<file path="config.mk">
export PLATFORM = sky130hd
export DESIGN_NAME = key_debounce_long_press_repeat
export DESIGN_NICKNAME = d
export VERILOG_FILES = /design/src/rtl/kdlpr_pkg.sv /design/src/rtl/key_debounce_long_press_repeat.sv /design/src/rtl/kdlpr_lane.sv
export SDC_FILE = /design/constraint.sdc
export NUM_CORES = 1
export LEC_CHECK = 0
export BUFFER_PORTS_ARGS = -buffer_cell sky130_fd_sc_hd__buf_4
export CORE_MARGIN = 5
export CORE_UTILIZATION = 60
export CTS_CLUSTER_SIZE = 14
export DETAILED_ROUTE_END_ITERATION = 6
export HOLD_SLACK_MARGIN = 0.1
export PLACE_DENSITY = 0.77
export SLEW_MARGIN = 20
export SYNTH_ARGS = -nofsm -noshare
export SYNTH_HDL_FRONTEND = slang
export SYNTH_SLANG_ARGS = --single-unit
</file>
<file path="constraint.sdc">
create_clock -name clk -period 6.1 [get_ports clk]
set_clock_uncertainty 0.1 [all_clocks]
set_input_delay 1.22 -clock clk [delete_from_list [all_inputs] [get_ports clk]]
set_output_delay 1.22 -clock clk [all_outputs]
set_load 0.005 [all_outputs]
</file>
<file path="src/rtl/kdlpr_pkg.sv">
// Shared types and constants for the key debounce, long-press and repeat block.
// No dependencies; every other file imports this package.
`timescale 1ns / 1ps

package kdlpr_pkg;

  localparam int NUM_KEYS = 5;

  localparam int FILTER_W = 8;
  localparam int LONG_W   = 16;
  localparam int REPEAT_W = 8;
  localparam int FCNT_W   = FILTER_W + 1;
  localparam int CFG_IDX_W  = 2;
  localparam int CFG_DATA_W = 16;

  // Register indexes of the configuration port.
  localparam logic [CFG_IDX_W-1:0] REG_FILTER_TIME  = 2'd0;
  localparam logic [CFG_IDX_W-1:0] REG_LONG_TIME    = 2'd1;
  localparam logic [CFG_IDX_W-1:0] REG_REPEAT_SPEED = 2'd2;

  localparam logic [FILTER_W-1:0] FILTER_TIME_RST  = 8'd5;
  localparam logic [LONG_W-1:0]   LONG_TIME_RST    = 16'd100;
  localparam logic [REPEAT_W-1:0] REPEAT_SPEED_RST = 8'd5;
  localparam logic [FCNT_W-1:0]   FCNT_RST         = 9'd2;

  typedef struct packed {
    logic [FILTER_W-1:0] filter_time;
    logic [LONG_W-1:0]   long_time;
    logic [REPEAT_W-1:0] repeat_speed;
  } cfg_t;

  typedef struct packed {
    logic press;
    logic hold;
  } lane_evt_t;

endpackage

</file>
<file path="src/rtl/key_debounce_long_press_repeat.sv">
// Top level of the key debounce, long-press and auto-repeat block.
// Depends on kdlpr_pkg and instantiates one kdlpr_lane per key.
`timescale 1ns / 1ps

// Each transfer on the input channel is one tick carrying the raw active-low
// levels of the keys. Every key has its own lane with an integrating debounce
// counter, a pressed flag, a hold counter and a repeat counter; all lanes update
// in parallel in the cycle the tick is accepted, so the block takes one tick per
// clock while the input is not stalled. The lanes' press and hold findings are
// merged into two event vectors and registered, so each tick yields exactly one
// result transfer, even when no event occurred. A two-entry output stage
// (output register plus skid register) lets a tick be accepted while the
// previous result is still waiting; the input is stalled only when both are
// full. Configuration writes should be made while no tick is in flight.
module key_debounce_long_press_repeat (
  input  logic                                clk,
  input  logic                                rst_n,
  input  logic                                in_valid,
  output logic                                in_stall,
  input  logic [kdlpr_pkg::NUM_KEYS-1:0]      in_key_levels,
  output logic                                out_valid,
  input  logic                                out_stall,
  output logic [kdlpr_pkg::NUM_KEYS-1:0]      out_press_events,
  output logic [kdlpr_pkg::NUM_KEYS-1:0]      out_hold_events,
  input  logic                                cfg_wr_en,
  input  logic [kdlpr_pkg::CFG_IDX_W-1:0]     cfg_index,
  input  logic [kdlpr_pkg::CFG_DATA_W-1:0]    cfg_wdata
);
  import kdlpr_pkg::*;

  cfg_t cfg_r;

  logic in_acc;
  logic out_fire;

  logic [NUM_KEYS-1:0] lane_press;
  logic [NUM_KEYS-1:0] lane_hold;

  logic                out_valid_r;
  logic [NUM_KEYS-1:0] out_press_r;
  logic [NUM_KEYS-1:0] out_hold_r;
  logic                skid_valid_r;
  logic [NUM_KEYS-1:0] skid_press_r;
  logic [NUM_KEYS-1:0] skid_hold_r;

  // Configuration registers; indexes beyond the list are ignored.
  always_ff @(posedge clk) begin
    if (!rst_n) begin
      cfg_r.filter_time  <= FILTER_TIME_RST;
      cfg_r.long_time    <= LONG_TIME_RST;
      cfg_r.repeat_speed <= REPEAT_SPEED_RST;
    end else if (cfg_wr_en) begin
      unique case (cfg_index)
        REG_FILTER_TIME:  cfg_r.filter_time  <= cfg_wdata[FILTER_W-1:0];
        REG_LONG_TIME:    cfg_r.long_time    <= cfg_wdata[LONG_W-1:0];
        REG_REPEAT_SPEED: cfg_r.repeat_speed <= cfg_wdata[REPEAT_W-1:0];
        default: ;
      endcase
    end
  end

  // The input is held off only while the skid register is occupied.
  assign in_stall = skid_valid_r;
  assign in_acc   = in_valid && !skid_valid_r;
  assign out_fire = out_valid_r && !out_stall;

  // One lane per key. A key reads pressed when its level is low.
  for (genvar k = 0; k < NUM_KEYS; k++) begin : g_lane
    lane_evt_t evt;

    kdlpr_lane u_lane (
      .clk      (clk),
      .rst_n    (rst_n),
      .advance  (in_acc),
      .key_down (!in_key_levels[k]),
      .cfg      (cfg_r),
      .evt      (evt)
    );

    assign lane_press[k] = evt.press;
    assign lane_hold[k]  = evt.hold;
  end

  // Merge stage: the lane findings are gathered into the result vectors and
  // registered. The skid register catches a result when the output is stalled.
  always_ff @(posedge clk) begin
    if (!rst_n) begin
      out_valid_r  <= 1'b0;
      skid_valid_r <= 1'b0;
    end else begin
      if (!out_valid_r || out_fire) begin
        if (skid_valid_r) begin
          out_valid_r  <= 1'b1;
          skid_valid_r <= 1'b0;
        end else begin
          out_valid_r <= in_acc;
        end
      end else if (in_acc) begin
        skid_valid_r <= 1'b1;
      end
    end
  end

  always_ff @(posedge clk) begin
    if (!out_valid_r || out_fire) begin
      if (skid_valid_r) begin
        out_press_r <= skid_press_r;
        out_hold_r  <= skid_hold_r;
      end else if (in_acc) begin
        out_press_r <= lane_press;
        out_hold_r  <= lane_hold;
      end
    end else if (in_acc) begin
      skid_press_r <= lane_press;
      skid_hold_r  <= lane_hold;
    end
  end

  assign out_valid        = out_valid_r;
  assign out_press_events = out_press_r;
  assign out_hold_events  = out_hold_r;

  // The skid register only ever fills behind a full output register.
  a_skid_behind_out: assert property (@(posedge clk) disable iff (!rst_n)
    skid_valid_r |-> out_valid_r)
    else $error("skid register holds a result while the output is empty");

  // A tick accepted while the output is full and stalled lands in the skid.
  a_stall_to_skid: assert property (@(posedge clk) disable iff (!rst_n)
    (in_acc && out_valid_r && out_stall) |=> skid_valid_r)
    else $error("accepted tick lost while output stalled");

  // A released key never raises a press or hold event.
  a_no_event_released: assert property (@(posedge clk) disable iff (!rst_n)
    ((lane_press | lane_hold) & in_key_levels) == '0)
    else $error("event raised by a released key");

  // With nothing buffered or arriving, a delivered result leaves the output empty.
  a_drain: assert property (@(posedge clk) disable iff (!rst_n)
    (out_fire && !skid_valid_r && !in_acc) |=> !out_valid_r)
    else $error("result repeated after transfer");

endmodule

</file>
<file path="src/rtl/kdlpr_lane.sv">
// One key lane: debounce integrator, pressed flag, hold and repeat counters.
// Depends on kdlpr_pkg for the configuration and event structs.
`timescale 1ns / 1ps

module kdlpr_lane (
  input  logic              clk,
  input  logic              rst_n,
  input  logic              advance,
  input  logic              key_down,
  input  kdlpr_pkg::cfg_t   cfg,
  output kdlpr_pkg::lane_evt_t evt
);
  import kdlpr_pkg::*;

  logic [FCNT_W-1:0]   fcnt_r, fcnt_nxt;
  logic                pressed_r, pressed_nxt;
  logic [LONG_W-1:0]   hold_r, hold_nxt;
  logic [REPEAT_W-1:0] rpt_r, rpt_nxt;

  logic [FCNT_W-1:0]   f_lo;
  logic [FCNT_W-1:0]   f_hi;
  logic [LONG_W-1:0]   hold_inc;
  logic [REPEAT_W-1:0] rpt_inc;

  assign f_lo     = {1'b0, cfg.filter_time};
  assign f_hi     = {cfg.filter_time, 1'b0};
  assign hold_inc = hold_r + 1'b1;
  assign rpt_inc  = rpt_r + 1'b1;

  always_comb begin
    fcnt_nxt    = fcnt_r;
    pressed_nxt = pressed_r;
    hold_nxt    = hold_r;
    rpt_nxt     = rpt_r;
    evt.press   = 1'b0;
    evt.hold    = 1'b0;
    if (key_down) begin
      if (fcnt_r < f_lo) begin
        fcnt_nxt = f_lo;
      end else if (fcnt_r < f_hi) begin
        fcnt_nxt = fcnt_r + 1'b1;
      end else begin
        if (!pressed_r) begin
          pressed_nxt = 1'b1;
          evt.press   = 1'b1;
        end
        if (cfg.long_time != '0) begin
          if (hold_r < cfg.long_time) begin
            hold_nxt = hold_inc;
            evt.hold = (hold_inc == cfg.long_time);
          end else if (cfg.repeat_speed != '0) begin
            if (rpt_inc >= cfg.repeat_speed) begin
              rpt_nxt   = '0;
              evt.press = 1'b1;
            end else begin
              rpt_nxt = rpt_inc;
            end
          end
        end
      end
    end else begin
      if (fcnt_r > f_lo) begin
        fcnt_nxt = f_lo;
      end else if (fcnt_r != '0) begin
        fcnt_nxt = fcnt_r - 1'b1;
      end else begin
        pressed_nxt = 1'b0;
      end
      hold_nxt = '0;
    end
  end

  always_ff @(posedge clk) begin
    if (!rst_n) begin
      fcnt_r    <= FCNT_RST;
      pressed_r <= 1'b0;
      hold_r    <= '0;
      rpt_r     <= '0;
    end else if (advance) begin
      fcnt_r    <= fcnt_nxt;
      pressed_r <= pressed_nxt;
      hold_r    <= hold_nxt;
      rpt_r     <= rpt_nxt;
    end
  end

endmodule
</file>
==> results of run 1 <==
## kinds of logic after synthesis
| group | Yosys count | share of synthesized area |
|---|---|---|
| and+or+nand+nor | 887 | 0.2371 |
| AOI/OAI and AO/OA | 713 | 0.2538 |
| buffers and inverters | 259 | 0.05058 |
| DFF | 224 | 0.2388 |
| adders and majority gates | 220 | 0.1403 |
| xor gates and xnor gates | 151 | 0.06780 |
| muxes | 22 | 0.01161 |
## layout make-up
type / instances / area share
inverter: 101 / 0.01814
clock inverter: 13 / 0.005115
tap: 442 / 0.02629
sequential: 224 / 0.2227
multi-input combinational: 1993 / 0.6657
clock buffer: 37 / 0.03581
timing repair buffer: 72 / 0.02629
## report_power, final
group,internal (mW),total (mW),switching (mW)
sequential,1.62,1.91,0.295
clock,0.908,1.60,0.696
combinational,1.02,2.76,1.74
## registers in the layout, summed over array words and instances, names as in the netlist
name / flops
cfg_r: 32
g_lane.u_lane.fcnt_r: 45
g_lane.u_lane.hold_r: 80
g_lane.u_lane.pressed_r: 5
g_lane.u_lane.rpt_r: 40
in_stall: 1
out_hold_events: 5
out_press_events: 5
out_valid: 1
skid_hold_r: 5
skid_press_r: 5
## worst reg2reg max path, stage by stage (launching register included)
cell and delay [ns]:
dfxtp_1 0.77, inv_1 0.37, ha_1 0.43, a211o_1 0.27, a31oi_1 0.19, o31ai_1 0.10, a21oi_1 0.66, nand3_1 0.65
or4b_2 0.80, a31oi_1 0.19
## layout by cell type (no fill, tap or decap), drive strengths merged, types with 14 or more instances in the layout
cell type	count
nand3b	16
edfxtp	20
o2111ai	21
a31oi	40
nor4	42
a21o	36
o221ai	16
and2	21
inv	101
nand4b	26
a211oi	25
a21oi	155
o31ai	32
o311ai	17
ha	220
a21boi	14
nand3	135
o21ai	104
xor2	52
nor2b	24
clkbuf	37
dfxtp	204
o211ai	31
nand2	223
buf	72
nand2b	34
and4	17
or3	34
xnor2	99
nor2	128
and3	29
o21a	29
a211o	21
o22ai	32
nand4	46
or4	19
nor3	60
mux2i	16
## per-layer routing
metal | part of all wire | up-vias | routed length, microns | global-route usage
li1 | - | 9294 | - | -
met1 | 0.41 | 9423 | 26070 | 0.4470
met2 | 0.45 | 1021 | 28760 | 0.5411
met3 | 0.086 | 242 | 5511 | 0.04119
met4 | 0.061 | 0 | 3916 | 0.1862
met5 | 0 | - | 0 | 0
## cell usage after synthesis, drive strengths merged (42+ instances only)
master	n	share of area
nor3	60	0.016
nand2	223	0.043
ha	220	0.14
nor2	128	0.024
dfxtp	204	0.21
nand3	135	0.034
inv	98	0.019
nand4	46	0.015
xnor2	99	0.045
clkbuf	128	0.025
a21oi	155	0.040
xor2	52	0.023
nor4	42	0.013
o21ai	104	0.027
## metrics by stage
| stage | util | cell area, sq um | instances | hold WS [ns] |
|---|---|---|---|---|
| after floorplan | - | 19620 | 2476 | 0.3368 |
| after global placement | 0.6221 | 20140 | 2832 | 0.3537 |
| after detailed placement | 0.6221 | 20140 | 2832 | 0.3650 |
| after CTS | 0.6487 | 21000 | 2882 | 0.3738 |
| after global routing | 0.6499 | 21040 | 2882 | 0.3978 |
| final | 0.6499 | 21040 | 2882 | 0.3724 |
## worst min path at each step
stage	from	end	slack, ns	cells past startpoint
global placement	g_lane[0].u_lane.rpt_r[1]$_SDFFE_PN0P_	g_lane[0].u_lane.rpt_r[1]$_SDFFE_PN0P_	0.35	2
finish	g_lane[0].u_lane.rpt_r[1]$_SDFFE_PN0P_	g_lane[0].u_lane.rpt_r[1]$_SDFFE_PN0P_	0.37	2
floorplan	g_lane[3].u_lane.pressed_r$_SDFFE_PN0P_	g_lane[3].u_lane.pressed_r$_SDFFE_PN0P_	0.34	2
global route	g_lane[0].u_lane.rpt_r[1]$_SDFFE_PN0P_	g_lane[0].u_lane.rpt_r[1]$_SDFFE_PN0P_	0.40	2
CTS	g_lane[0].u_lane.rpt_r[1]$_SDFFE_PN0P_	g_lane[0].u_lane.rpt_r[1]$_SDFFE_PN0P_	0.37	2
detailed placement	g_lane[0].u_lane.rpt_r[1]$_SDFFE_PN0P_	g_lane[0].u_lane.rpt_r[1]$_SDFFE_PN0P_	0.37	2
==> out/summary.txt, run 1 <==
status: finished, final reports clean
FF/Latch Area: 0.004684 sq mm
Crit Path Max Fanout: 15
FF-to-FF path depth: 9
Syn Area/Cell: 7.923 sq um
CP Capture Point: g_lane[0].u_lane.hold_r[13]$_SDFFE_PN0P_
IO buf count: 39
CP startpoint kind: register
Final Hold Vio Count: 0
Leak: 7.994 nW
clock-pin slew on the worst setup and hold paths: 0.06 ns
GR Util All Layers: 0.3390
Tot Pwr: 6.272 mW
Worst Slack Setup Final: 1.482 ns
Clock Sinks: 224
routed via count: 19980
CP delay by family, top: simple AND/OR/NAND/NOR gates
Die Wd: 190.8 microns
multi-input combinational cell area: 0.01400 sq mm
clock root buffer: clkbuf_16
element type at the critical path end: register
Setup TNS: 0 ns
antenna-violating nets left: 0
DRC viols: 0
Yosys reg bits: 224
crit path launch: cfg_r[19]$_SDFFE_PN0P_
die height: 190.8 microns
Site Rows: 66
Starting Density: 0.6060
setup violators final: 0
GRT Residual Overflow: 0
Ports: 40
Clock Path Buffers: 3
critical path's slowest cell: or4b_2
vias in the first global route: 18810
RSZ-0062 raised after global routing: false
instance count on the critical path: 9
first-pass GRT wire length: 100.9 mm
Post-Syn Nets: 2724
ys async rst share: 0
crit path kind: reg -> reg
crit path time final: 4.618 ns
Slew headroom: 0.2850
gpl congestion: 0.9952
wire per inst: 22.30 microns
CP cell instances: inv_1 > ha_1 > a211o_1 > a31oi_1 > o31ai_1 > a21oi_1 > nand3_1 > or4b_2 > a31oi_1
dpl ws: 1.707 ns
worst min path class: reg -> reg
max_cap viols: 0
Least-Margin Pin Slew: 1.073 ns
Filler cells: 2791
Final Cycle Share: 0.7570
WP data arrival: 5.00 ns
CTS resizes: 0
CP dominant cell by count: a31oi_1
Hold Buf Count CTS: 0
Core ar.: 0.03237 sq mm
drt via density: 6.933
Area Overhead vs Synth: 7.239%
reg-to-reg startpoint: cfg_r[19]$_SDFFE_PN0P_
Max Fclk: 216.5 MHz
CP required: 6.49 ns
EDFF count, synth: 20
sequential area share after synthesis: 0.2388
Setup Fix Bufs, Post-CTS: 0
share of cells above drive strength 1: 0.07049
Distinct cells, synth: 90
Total Wirelength: 64.26 mm
Main synth FF type: dfxtp_1
TritonCTS Buffers: 27
initial drt markers: 1914
power per cell area: 298.2 mW/mm^2
number of buffers and inverters on the critical path: 1
initial antenna violation count: 0
R2R Setup Slk: 1.48 ns
Netlist Area Pre-Place: 0.01962 sq mm
Pre-antenna DRT Iters: 5
largest net degree at the start of global routing: 78
slowest stage delay, CP: 0.80 ns
YS warnings: 0
nets: 2667
clock latency on the worst-skew pair: 0.57 ns
CTS tree: yes
Syn Inst Count: 2476
ANT cells: 0
die area: 0.03641 sq mm
Post-DP HPWL: 45.56 mm
RR Endpoint: g_lane[0].u_lane.hold_r[13]$_SDFFE_PN0P_
Final Max Tran Viols: 0
VDD IR max: 0.3120 mV
# H-tree levels: 1
Power figures use the tool's default switching activity.
==> run 2, diff against run 1 <==
Settings changed: CORE_UTILIZATION 60 to 59, PLACE_DENSITY 0.77 to 0.79.
Clock period 6.1 ns to 4 ns, I/O delays scaled along.
==> out/summary.txt, run 2 (synthesized netlist as in run 1, its figures left out) <==
status: finished, final reports clean
Net Sw Power: 4.178 mW
Ports: 40
clock latency on the worst-skew pair: 0.58 ns
ANT cells: 0
CP startpoint kind: register
Total Wirelength: 64.86 mm
routed via count: 20230
die height: 192.3 microns
Hold Buf Count CTS: 0
Starting Density: 0.5999
Area Overhead vs Synth: 9.077%
Pint: 5.606 mW
Hold Crit Endpoint: g_lane[0].u_lane.rpt_r[7]$_SDFFE_PN0P_
CTS tree: yes
largest net degree at the start of global routing: 141
Max Fclk: 269.5 MHz
max_cap viols: 0
initial drt markers: 1778
Least-Margin Pin Slew: 0.9784 ns
Sw Ratio: 0.4270
final std cells w/o fill: 2930
placed cells: 2879
final instance area: 0.02140 sq mm
FF-to-FF path depth: 9
WP data arrival: 4.07 ns
hold path depth: 2
slowest stage delay, CP: 0.57 ns
met2 usage: 0.5484
GR Util All Layers: 0.3418
Top reg by flops: g_lane.u_lane.hold_r
TritonCTS Buffers: 28
first-pass GRT wire length: 102.4 mm
critical path's slowest cell: dfxtp_1
setup violators final: 0
Final Hold Vio Count: 0
Post-DP HPWL: 46.12 mm
Die Wd: 192.3 microns
crit path kind: reg -> reg
reg-to-reg startpoint: cfg_r[30]$_SDFFE_PN0P_
VDD IR max: 0.4658 mV
met1 usage: 0.4420
clock-pin slew on the worst setup and hold paths: 0.06 ns
max reg flops: 80
most common cell after layout, fill and taps aside: nand2_1
Final Cycle Share: 0.9276
Clock Sinks: 224
CTS resizes: 0
nets: 2715
antenna-violating nets left: 0
gpl congestion: 0.9644
clock root buffer: clkbuf_16
most frequent cells in the layout: 223 x nand2_1, 220 x ha_1, 204 x dfxtp_1, 153 x a21oi_1, 135 x nand3_1
worst min path class: reg -> reg
RR Endpoint: g_lane[3].u_lane.rpt_r[2]$_SDFFE_PN0P_
hold path startpoint: g_lane[0].u_lane.rpt_r[7]$_SDFFE_PN0P_
crit path time final: 3.711 ns
CP required: 4.36 ns
# H-tree levels: 1
Largest regs: g_lane.u_lane.hold_r: 80 flops, g_lane.u_lane.fcnt_r: 45 flops, g_lane.u_lane.rpt_r: 40 flops
vias in the first global route: 19160
GRT Residual Overflow: 0
most used routing layer: met2
CP cell instances: inv_1 > ha_1 > nand4b_1 > a31oi_1 > o31a_1 > o21a_1 > o211a_1 > a21boi_0 > o22ai_1
Leak: 8.231 nW
Core ar.: 0.03270 sq mm
element type at the critical path end: register
R2R Setup Slk: 0.29 ns
Clock Path Buffers: 3
initial antenna violation count: 0
die area: 0.03699 sq mm
Pre-antenna DRT Iters: 7
Final Max Tran Viols: 0
DRC viols: 0
Setup Fix Bufs, Post-CTS: 0
share of cells above drive strength 1: 0.08883
Setup TNS: 0 ns
Slew headroom: 0.3449
Combinational Power Share: 0.448
Cell Area, Placed: 0.02049 sq mm
power per cell area: 457.3 mW/mm^2
Seq pwr share: 0.292
RSZ-0062 raised after global routing: false
drt via density: 6.905
wire per inst: 22.14 microns
IO buf count: 39
Filler cells: 2859
power share of the clock group: 0.261
GR Layer Usage met3: 0.05174
Site Rows: 66
Crit Path Max Fanout: 13
==> run 2: layout make-up <==
class                      count  area (sq um)  share of cell area
sequential                   224          4684              0.2189
tap                          442         553.0             0.02585
multi-input combinational   1993         13970              0.6528
inverter                     101         381.6             0.01784
clock buffer                  36         760.7             0.03555
timing repair buffer         119         905.9             0.04234
clock inverter                15         142.6            0.006666
==> run 2: power groups by stage <==
| stage | clock network (mW) | logic, mW | registers (mW) |
|---|---|---|---|
| global route | 2.67 | 4.78 | 2.88 |
| finish | 2.55 | 4.38 | 2.85 |
| CTS | 2.58 | 4.27 | 2.83 |
| detailed placement | 0 | 4.23 | 2.88 |
| floorplan | 0 | 3.19 | 2.68 |
| global placement | 0 | 4.12 | 2.87 |
==> run 2: metal layers <==
layer / vias to the layer above / wire, microns
met1: 9471 / 25640
met5: - / 0
met3: 280 / 6460
li1: 9380 / -
met4: 0 / 4176
met2: 1102 / 28580
==> run 2: worst max-delay path, delay by kind of cell (launching register included) <==
kind / cells / cell delay (ns)
DFF: 1 / 0.57
AOI/OAI and AO/OA: 6 / 1.90
buffers and inverters: 1 / 0.38
adders and majority gates: 1 / 0.43
and+or+nand+nor: 1 / 0.20
==> run 2: worst max path at each step <==
stage                            from                                 endpoint  slack [ns]  cells after the start
2_1_floorplan  cfg_r[14]$_SDFFE_PN1P_  g_lane[3].u_lane.hold_r[4]$_SDFFE_PN0P_        0.85                     10
3_3_place_gp   cfg_r[30]$_SDFFE_PN0P_   g_lane[1].u_lane.rpt_r[1]$_SDFFE_PN0P_        0.48                      8
3_5_place_dp   cfg_r[30]$_SDFFE_PN0P_   g_lane[3].u_lane.rpt_r[2]$_SDFFE_PN0P_        0.32                      9
4_1_cts        cfg_r[30]$_SDFFE_PN0P_   g_lane[3].u_lane.rpt_r[2]$_SDFFE_PN0P_        0.30                      9
5_1_grt        cfg_r[30]$_SDFFE_PN0P_   g_lane[3].u_lane.rpt_r[4]$_SDFFE_PN0P_        0.04                      9
6_report       cfg_r[30]$_SDFFE_PN0P_   g_lane[3].u_lane.rpt_r[2]$_SDFFE_PN0P_        0.29                      9
==> run 2: through the flow <==
stage,total power [mW],hold WS [ns],util,worst slack (ns)
after floorplan,5.869,0.3368,-,0.8488
after global placement,6.988,0.3538,0.6267,0.4793
after detailed placement,7.113,0.3652,0.6267,0.3184
after CTS,9.678,0.3731,0.6543,0.3040
after global routing,10.33,0.3852,0.6543,0.04233
final,9.784,0.3736,0.6543,0.2894
==> run 3, diff against run 2 <==
Settings changed: PLACE_DENSITY 0.79 to 0.82.
==> out/summary.txt, run 3 (synthesized netlist as in run 1, its figures left out) <==
GR Util All Layers: 0.3436
Ports: 40
fin util: 0.6569
clock-pin slew on the worst setup and hold paths: 0.07 ns
element type at the critical path end: register
crit path time final: 3.629 ns
Area Overhead vs Synth: 9.516%
Top reg by flops: g_lane.u_lane.hold_r
Least-Margin Pin Slew: 1.044 ns
CTS tree: yes
R2R Setup Slk: 0.37 ns
nets: 2712
metal2 WL: 29.11 mm
IO buf count: 39
Setup Fix Bufs, Post-CTS: 0
top routing layer used: met5
DRT met1 WL: 25.60 mm
Final Hold Vio Count: 0
Post-DP HPWL: 46.32 mm
Largest regs: g_lane.u_lane.hold_r: 80 flops, g_lane.u_lane.fcnt_r: 45 flops, g_lane.u_lane.rpt_r: 40 flops
ANT cells: 0
drt via density: 7.003
initial antenna violation count: 1
first-pass GRT wire length: 103.5 mm
Setup TNS: 0 ns
Total Wirelength: 65.38 mm
Clock Path Buffers: 3
Leak: 8.269 nW
Site Rows: 66
most frequent cells in the layout: 223 x nand2_1, 220 x ha_1, 204 x dfxtp_1, 152 x a21oi_1, 135 x nand3_1
CP required: 4.41 ns
Final Cycle Share: 0.9073
antenna-violating nets left: 0
worst min path class: reg -> reg
VDD IR max: 0.4715 mV
CP startpoint kind: register
Slew headroom: 0.3038
die height: 192.3 microns
clock root buffer: clkbuf_16
power per cell area: 469.7 mW/mm^2
Starting Density: 0.5999
TritonCTS Buffers: 28
share of cells above drive strength 1: 0.08890
RSZ-0062 raised after global routing: false
max_cap viols: 0
Pre-antenna DRT Iters: 7
setup violators final: 0
# H-tree levels: 1
Hold Buf Count CTS: 0
Filler cells: 2731
Clock Sinks: 224
GRT Residual Overflow: 0
Core ar.: 0.03270 sq mm
wire per inst: 22.33 microns
largest net degree at the start of global routing: 73
WP data arrival: 4.04 ns
status: finished, final reports clean
Die Wd: 192.3 microns
max reg flops: 80
gpl congestion: 0.9942
vias in the first global route: 19680
die area: 0.03699 sq mm
wire length on met3: 6.905 mm
routed via count: 20510
most common cell after layout, fill and taps aside: nand2_1
Max Fclk: 275.5 MHz
crit path kind: reg -> reg
initial drt markers: 2283
CTS resizes: 0
clock latency on the worst-skew pair: 0.58 ns
Crit Path Max Fanout: 11
Final Max Tran Viols: 0
DRC viols: 0
## run 3: changes by cell type in the layout (fill, tap and decap cells not counted), sizes merged
cell,previous run,this run
clkbuf,36,39
bufinv,2,4
clkinv,12,9
inv,100,99
buf,119,116
## run 3: cell type report
class                   instances  area [sq um]  area share
repair buffers                116         883.3     0.04112
clock buffers                  39         834.6     0.03885
multi-input cells            1993         13960      0.6500
flip-flops and latches        224          4684      0.2181
clock inverters                13         181.4    0.008445
well taps                     442         553.0     0.02574
inverters                     101         381.6     0.01776
## run 3: worst paths after layout
| check | startpoint | end | depth (start not counted) |
|---|---|---|---|
| worst max-delay path | cfg_r[27]$_SDFFE_PN0P_ | g_lane[3].u_lane.hold_r[4]$_SDFFE_PN0P_ | 10 |
| worst min-delay path | g_lane[0].u_lane.rpt_r[7]$_SDFFE_PN0P_ | g_lane[0].u_lane.rpt_r[7]$_SDFFE_PN0P_ | 2 |
| worst max register to register | cfg_r[27]$_SDFFE_PN0P_ | g_lane[3].u_lane.hold_r[4]$_SDFFE_PN0P_ | 10 |
| worst min register to register | g_lane[0].u_lane.rpt_r[7]$_SDFFE_PN0P_ | g_lane[0].u_lane.rpt_r[7]$_SDFFE_PN0P_ | 2 |
## run 3: metrics by stage
stage / setup WS [ns] / hold slack, ns / cells / cell area (sq um) / power, mW
2_1_floorplan: 0.8488 / 0.3368 / 2476 / 19620 / 5.869
3_3_place_gp: 0.5789 / 0.3544 / 2876 / 20470 / 7.025
3_5_place_dp: 0.4586 / 0.3663 / 2876 / 20470 / 7.160
4_1_cts: 0.4323 / 0.3746 / 2928 / 21480 / 9.944
5_1_grt: 0.1815 / 0.3894 / 2928 / 21480 / 10.64
6_report: 0.3707 / 0.3734 / 2928 / 21480 / 10.09
## run 3: power by group
group / switching [mW] / internal [mW] / total [mW]
combinational: 2.70 / 1.68 / 4.39
clock: 1.10 / 1.71 / 2.81
sequential: 0.427 / 2.46 / 2.89
## run 3: worst max-delay path, cell delays in order, from the launching register on
cell      delay, ns
dfxtp_1        0.42
inv_1          0.22
buf_4          0.23
ha_1           0.30
and4_1         0.26
a221oi_1       0.15
o21ai_2        0.27
o211ai_1       0.30
or3_1          0.61
or4_1          0.57
a21oi_1        0.13
## run 3: per-layer routing
layer,GRT usage,vias to the layer above
met5,0,-
li1,-,9366
met2,0.5520,1239
met3,0.05680,263
met1,0.4460,9635
met4,0.1753,2
